File: config.mk
export PLATFORM = sky130hd
export DESIGN_NAME = mme_cell
export DESIGN_NICKNAME = d
export VERILOG_FILES = /design/src/mme_pkg.sv /design/src/mme_cell.sv
export SDC_FILE = /design/constraint.sdc
export NUM_CORES = 2
export LEC_CHECK = 0
export ABC_AREA = 1
export ABC_CLOCK_PERIOD_IN_PS = 11000
export BUFFER_PORTS_ARGS = -buffer_cell sky130_fd_sc_hd__buf_2
export CORE_MARGIN = 5
export CORE_UTILIZATION = 65
export DETAILED_ROUTE_END_ITERATION = 6
export PLACE_DENSITY = 0.82
export SLEW_MARGIN = 20
export SYNTH_ARGS = -nofsm -noshare
export SYNTH_HDL_FRONTEND = slang
export SYNTH_SLANG_ARGS = --single-unit
export TNS_END_PERCENT = 50
File: constraint.sdc
create_clock -name clk -period 11 [get_ports clk]
set_input_delay 2.2 -clock clk [delete_from_list [all_inputs] [get_ports clk]]
set_output_delay 2.2 -clock clk [all_outputs]
set_load 0.1 [all_outputs]
File: src/mme_pkg.sv
package mme_pkg;

  localparam int MAX_DIM  = 16;
  localparam int IDX_W    = $clog2(MAX_DIM);
  localparam int DIM_W    = $clog2(MAX_DIM + 1);
  localparam int ADDR_W   = 2 * IDX_W;
  localparam int DEPTH    = MAX_DIM * MAX_DIM;
  localparam int DATA_W   = 32;
  localparam int PROD_W   = 2 * DATA_W;
  localparam int ACC_W    = PROD_W + $clog2(MAX_DIM) + 1;
  localparam int FRAC_W   = 16;
  localparam int CFG_W    = 5;
  localparam int CFG_IDX_W = 2;

  localparam logic [1:0] CMD_WRITE_A  = 2'd0;
  localparam logic [1:0] CMD_WRITE_B  = 2'd1;
  localparam logic [1:0] CMD_MULTIPLY = 2'd2;
  localparam logic [1:0] CMD_READ_C   = 2'd3;

  localparam logic [1:0] ST_OK    = 2'd0;
  localparam logic [1:0] ST_SHAPE = 2'd1;
  localparam logic [1:0] ST_RANGE = 2'd2;

  localparam logic [CFG_IDX_W-1:0] REG_ROWS_A = 2'd0;
  localparam logic [CFG_IDX_W-1:0] REG_COLS_A = 2'd1;
  localparam logic [CFG_IDX_W-1:0] REG_ROWS_B = 2'd2;
  localparam logic [CFG_IDX_W-1:0] REG_COLS_B = 2'd3;

  typedef struct packed {
    logic [1:0]               command;
    logic [3:0]               row;
    logic [3:0]               col;
    logic signed [DATA_W-1:0] element_value;
  } mme_in_t;

  typedef struct packed {
    logic signed [DATA_W-1:0] read_value;
    logic [1:0]               status;
  } mme_out_t;

  // operand moving down the cell chain
  typedef struct packed {
    logic                     valid;
    logic                     first;
    logic                     last;
    logic [IDX_W-1:0]         k;
    logic [IDX_W-1:0]         row;
    logic signed [DATA_W-1:0] a;
  } mme_lane_t;

  // broadcast write of a B element
  typedef struct packed {
    logic                     en;
    logic [IDX_W-1:0]         row;
    logic [IDX_W-1:0]         col;
    logic signed [DATA_W-1:0] data;
  } mme_bwr_t;

  // finished dot product from one cell
  typedef struct packed {
    logic                     done;
    logic [IDX_W-1:0]         row;
    logic signed [DATA_W-1:0] value;
  } mme_res_t;

endpackage

File: src/mme_cell.sv
module mme_cell (
  input  logic               clk,
  input  logic               rst_n,
  input  logic [mme_pkg::IDX_W-1:0] col_id,
  input  mme_pkg::mme_bwr_t  bwr_i,
  input  mme_pkg::mme_lane_t lane_i,
  output mme_pkg::mme_lane_t lane_o,
  output mme_pkg::mme_res_t  res_o
);
  import mme_pkg::*;

  logic signed [DATA_W-1:0] bcol_r [MAX_DIM];
  mme_lane_t                lane_r;
  logic signed [PROD_W-1:0] prod_r;
  logic signed [ACC_W-1:0]  acc_r, acc_nxt;
  logic                     done_r;
  logic [IDX_W-1:0]         drow_r;
  logic signed [DATA_W-1:0] sat;

  // local column of B
  always_ff @(posedge clk) begin
    if (bwr_i.en && bwr_i.col == col_id) begin
      bcol_r[bwr_i.row] <= bwr_i.data;
    end
  end

  always_ff @(posedge clk) begin
    if (!rst_n) begin
      lane_r.valid <= 1'b0;
      done_r       <= 1'b0;
    end else begin
      lane_r.valid <= lane_i.valid;
      done_r       <= lane_r.valid && lane_r.last;
    end
    lane_r.first <= lane_i.first;
    lane_r.last  <= lane_i.last;
    lane_r.k     <= lane_i.k;
    lane_r.row   <= lane_i.row;
    lane_r.a     <= lane_i.a;
    prod_r       <= PROD_W'(lane_i.a) * PROD_W'(bcol_r[lane_i.k]);
    if (lane_r.valid) begin
      acc_r  <= acc_nxt;
      drow_r <= lane_r.row;
    end
  end

  always_comb begin
    if (lane_r.first) acc_nxt = ACC_W'(prod_r);
    else              acc_nxt = acc_r + ACC_W'(prod_r);
  end

  // floor to Q16.16, saturate
  always_comb begin
    if (&acc_r[ACC_W-1:DATA_W+FRAC_W-1] || ~|acc_r[ACC_W-1:DATA_W+FRAC_W-1]) begin
      sat = acc_r[DATA_W+FRAC_W-1:FRAC_W];
    end else if (acc_r[ACC_W-1]) begin
      sat = {1'b1, {(DATA_W-1){1'b0}}};
    end else begin
      sat = {1'b0, {(DATA_W-1){1'b1}}};
    end
  end

  assign lane_o      = lane_r;
  assign res_o.done  = done_r;
  assign res_o.row   = drow_r;
  assign res_o.value = sat;

endmodule

Yosys cells after proc, flatten, opt, wreduce, memory -nomap -nowiden

Memories as Yosys holds them, arrays and structs flattened.
Index checks and enable logic that the tools add are counted.

Flip-flop bits (word level): 181
RAM bits: 512
Input port bits: 90
Output and inout port bits: 80
Logic and storage cells: 25
Memories: 1

Add/subtract/negate cells: 1
Multipliers: 1
Equal/unequal tests: 1
Mux-type cells: 5
Reductions and logical operators: 6

Memory list:

| name   | words | bits a word | rd ports | clocked after Yosys merged registers in | write ports | line           | text |
|---|---|---|---|---|---|---|---|
| bcol_r | 16    | 32          | 1        | 0                                       | 1           | mme_cell.sv:12 | `logic signed [DATA_W-1:0] bcol_r [MAX_DIM];` |

Operator list:

| cell                                           | count |
|---|---|
| 69-bit by 64-bit adder with 69-bit output      | 1 |
| 69-bit two-way mux                             | 1 |
| 32-bit by 32-bit multiplier with 64-bit output | 1 |
| 32-bit two-way mux                             | 2 |
| 22-bit AND reduction                           | 1 |
| 22-bit OR reduction                            | 1 |
| 4-bit == test                                  | 1 |
| 1-bit logical AND                              | 2 |
| 1-bit two-way mux                              | 2 |
| 1-bit zero test                                | 1 |
| 1-bit logical OR                               | 1 |

Logic depth before layout (Yosys ltp)

Depth after elaboration: 4
Depth in mapped cells: 41
Depth with buffers taken out: 37

Least setup slack after synthesis

Ideal clock, no wire load.

Path type: input to register
From: in lane_i[36] (netlist bit)
To: reg prod_r[56]
Arrival time: 9.758 ns
Required time: 10.888 ns
Slack: 1.130 ns
Stages: 33
Cells stage by stage: buf_6 > buf_4 > buf_2 > o21ai_0 > o21ai_0 > o211ai_1 > nand2_2 > inv_2 > buf_4 > nor2_1 > fa_1 > inv_1 > fa_1 > inv_1 > fa_1 > fa_1 > inv_1 > fa_1 > inv_1 > fa_1 > inv_1 > fa_1 > fa_1 > inv_1 > ha_1 > nand2_1 > nor2_1 > inv_1 > nor4_1 > nand2_1 > or2_2 > nand3_1 > nand2_1

Cells in the longest elaborated chain, start to end: 2

Ends and longest elaborated chain:

| item                                           | line           | text |
|---|---|---|
| start, declared                                | mme_cell.sv:6  | `input mme_pkg::mme_lane_t lane_i,` |
| memory read 16 x 32 bit                        | n/a            |  |
| 32-bit by 32-bit multiplier with 64-bit output | mme_cell.sv:40 | `prod_r <= PROD_W'(lane_i.a) * PROD_W'(bcol_r[lane_i.k]);` |
| end signal, assigned                           | mme_cell.sv:40 |  |
| end, declared                                  | mme_cell.sv:14 | `logic signed [PROD_W-1:0] prod_r;` |

Every way passes these cells.
A chain may end at the register's enable or synchronous reset.

Worst setup path in the final report

From: in lane_i[36] (netlist bit)
To: reg prod_r[43]

The elaborated chain is that of the path after synthesis.

==> results_dict.tcl <==
set metrics [dict create \
    synth_top_area_share_pct 31.7 \
    synth_area_per_cell_um2 9.28 \
    crit_type "input pin to flop" \
    die_w_um 335 \
    dpl.hpwl_um 172000 \
    post-route-period-util_pct 94.3 \
    ff2ff_setup_slack_ns 2.64 \
    yosys_most_used_dff "edfxtp_1" \
    hold_buffers 0 \
    grt_max_degree 99 \
    pin_count 170 \
    ys_seq_area_share_pct 28.8 \
    cts_buffers 75 \
    ant_nets 0 \
    htree_levels 3 \
    syn2layout_area_growth_pct 7.69 \
    dr.first_iter.drc_count 6057 \
    cp.required_ns 11.54 \
    synth_nets 8803 \
    cts_tree "yes" \
    yosysWarnings 0 \
    die_h_um 335 \
    finalWeightedCongestion 1.04 \
    synth_edf_count 585 \
    cts.path.max_buffers 3 \
    hold_depth 0 \
    fin_crit_ns 10.37 \
    postSynthCellCount 7378 \
    synth_cell_types 43 \
    rsz0062_at_grt "false" \
    rr_worst_depth 29 \
    grt_pass1_vias 56400 \
    start_kind "input pin" \
    slew_headroom_pct 29.2 \
    hold_start "lane_o[32]$_DFF_P_" \
    via_per_inst 5.97 \
    drc 0 \
    async_flop_share_pct 0 \
    slowest_stage "fa_1" \
    finalHoldViolations 0 \
    final_common_cell "inv_1" \
    drv_cap 0 \
    grt_util_all_layers_pct 40.2 \
    crit_path_end_kind "flop" \
    arrival_ns 10.92 \
    die_area_mm2 0.112 \
    finalNetCount 8972 \
    grt_first_pass_wirelength_um 338000 \
    final_cell_mix "1501 x inv_1, 1413 x nand2_1, 1083 x fa_1" \
    cts.sinks 693 \
    core_mm2 0.105 \
    finalSetupTns_ns 0 \
    yosysTopAreaCell "fa_1" \
    outcome "complete, no violations" \
    skew_ns 0.0625 \
    first_pass_iters 6 \
    drive_gt1_share_pct 7.83 \
    yosys-top-cells-area "fa_1 32%, edfxtp_1 26%, inv_1 8.2%, nand2_1 7.7%, ha_1 4.6%" \
    timing.rr.start "bcol_r[9][12]$_DFFE_PP_" \
    vias 53800 \
    clock_latency_ns 0.69 \
    wire_per_inst_um 24.5 \
    slew_violations 0 \
    min_to "drow_r[0]$_DFFE_PP_" \
    postCtsSetupRepairBufs 0 \
    setup_violations 0 \
    slowest_delay_ns 0.55 \
    synth_area_mm2 0.0685 \
    ys_ff_latch 693 \
    fillerInstances 7947 \
    wl_um 221000 \
    row_count 119 \
    clk_pin_slew_ns 0.06 \
    fmax_ghz 0.0964 \
    numPortBuffers 169 \
    cts-resized-gates 0 \
    rr_endpoint "prod_r[57]$_DFF_P_" \
    cts-root-buf "clkbuf_16" \
    start_util_pct 65.2 \
    globalRoute.totalOverflow 0 \
    critPathMaxFanout 59 \
    antenna_found_initial 15 \
    hp-class "flop to flop" \
    worst_slew_pin_slew_ns 1.06 \
]
==> synthesized netlist by cell type (all sizes together), types with 33 or more instances <==
| cell | instances |
|---|---|
| inv | 1530 |
| xor2 | 46 |
| o211ai | 132 |
| ha | 252 |
| nand4 | 33 |
| dfxtp | 108 |
| fa | 1083 |
| mux2i | 128 |
| nand2 | 1431 |
| nand3 | 186 |
| nor2 | 837 |
| clkbuf | 137 |
| edfxtp | 585 |
| a21oi | 312 |
| o21ai | 264 |
| buf | 146 |
==> state kept, by name (all words and copies together), names as in the netlist <==
signal / flops
prod_r: 64
acc_r: 69
drow_r: 4
lane_o: 43
done_r: 1
bcol_r: 512
==> how the worst max path moves through the flow <==
| stage | from | depth (start not counted) | to |
|---|---|---|---|
| finish | lane_i[36] | 33 | prod_r[43]$_DFF_P_ |
| global route | lane_i[36] | 33 | prod_r[43]$_DFF_P_ |
| CTS | lane_i[36] | 33 | prod_r[43]$_DFF_P_ |
| detailed placement | lane_i[36] | 34 | prod_r[43]$_DFF_P_ |
| global placement | lane_i[36] | 31 | prod_r[43]$_DFF_P_ |
| floorplan | lane_i[36] | 33 | prod_r[56]$_DFF_P_ |
==> final cells by class <==
type,instances,area [µm²],share of cell area [%]
clock inverter,49,584,0.792
sequential,693,19700,26.8
timing repair buffer,375,2540,3.45
tap,1391,1740,2.36
multi-input combinational,4862,41400,56.1
clock buffer,88,1980,2.68
antenna,7,17.5,0.0237
inverter,1540,5780,7.84
==> per-stage QoR <==
step                cells  util, %  hold WS [ns]  instance area [µm²]  setup WS [ns]
floorplan            7378        -         0.508                68500           1.13
global placement     8861     67.8         0.404                71200          0.232
detailed placement   8861     67.8         0.407                71200          0.235
CTS                  8998     70.2         0.422                73700          0.878
global route         9001     70.3         0.444                73700          0.326
finish               9005     70.3         0.422                73800          0.626
==> metal layers <==
metal	global-route usage [%]	share of wire [%]	vias up
met1	54.6	37	26600
met3	10.5	13	704
li1	-	-	23000
met5	0	0.037	-
met2	61.7	44	3391
met4	18.2	5.7	10
==> worst max-delay path, delay by kind of cell <==
| kind | cells | cell delay, ns |
|---|---|---|
| mux | 1 | 0.25 |
| simple gates | 8 | 1.41 |
| buf+inv | 12 | 1.87 |
| compound gates | 2 | 0.37 |
| fa+ha+maj | 9 | 4.37 |
| xor+xnor | 1 | 0.33 |
==> kinds of logic after synthesis <==
family	synth area share, %
DFF	28.8
muxes	1.87
adders and majority gates	36.3
AOI/OAI and AO/OA	6.21
buffers and inverters	11.0
and+or+nand+nor	14.9
xor gates and xnor gates	0.946
Power is left out: the tool's default activity adds up to more than one toggle a clock period on the data nets, which glitch-free logic cannot reach.
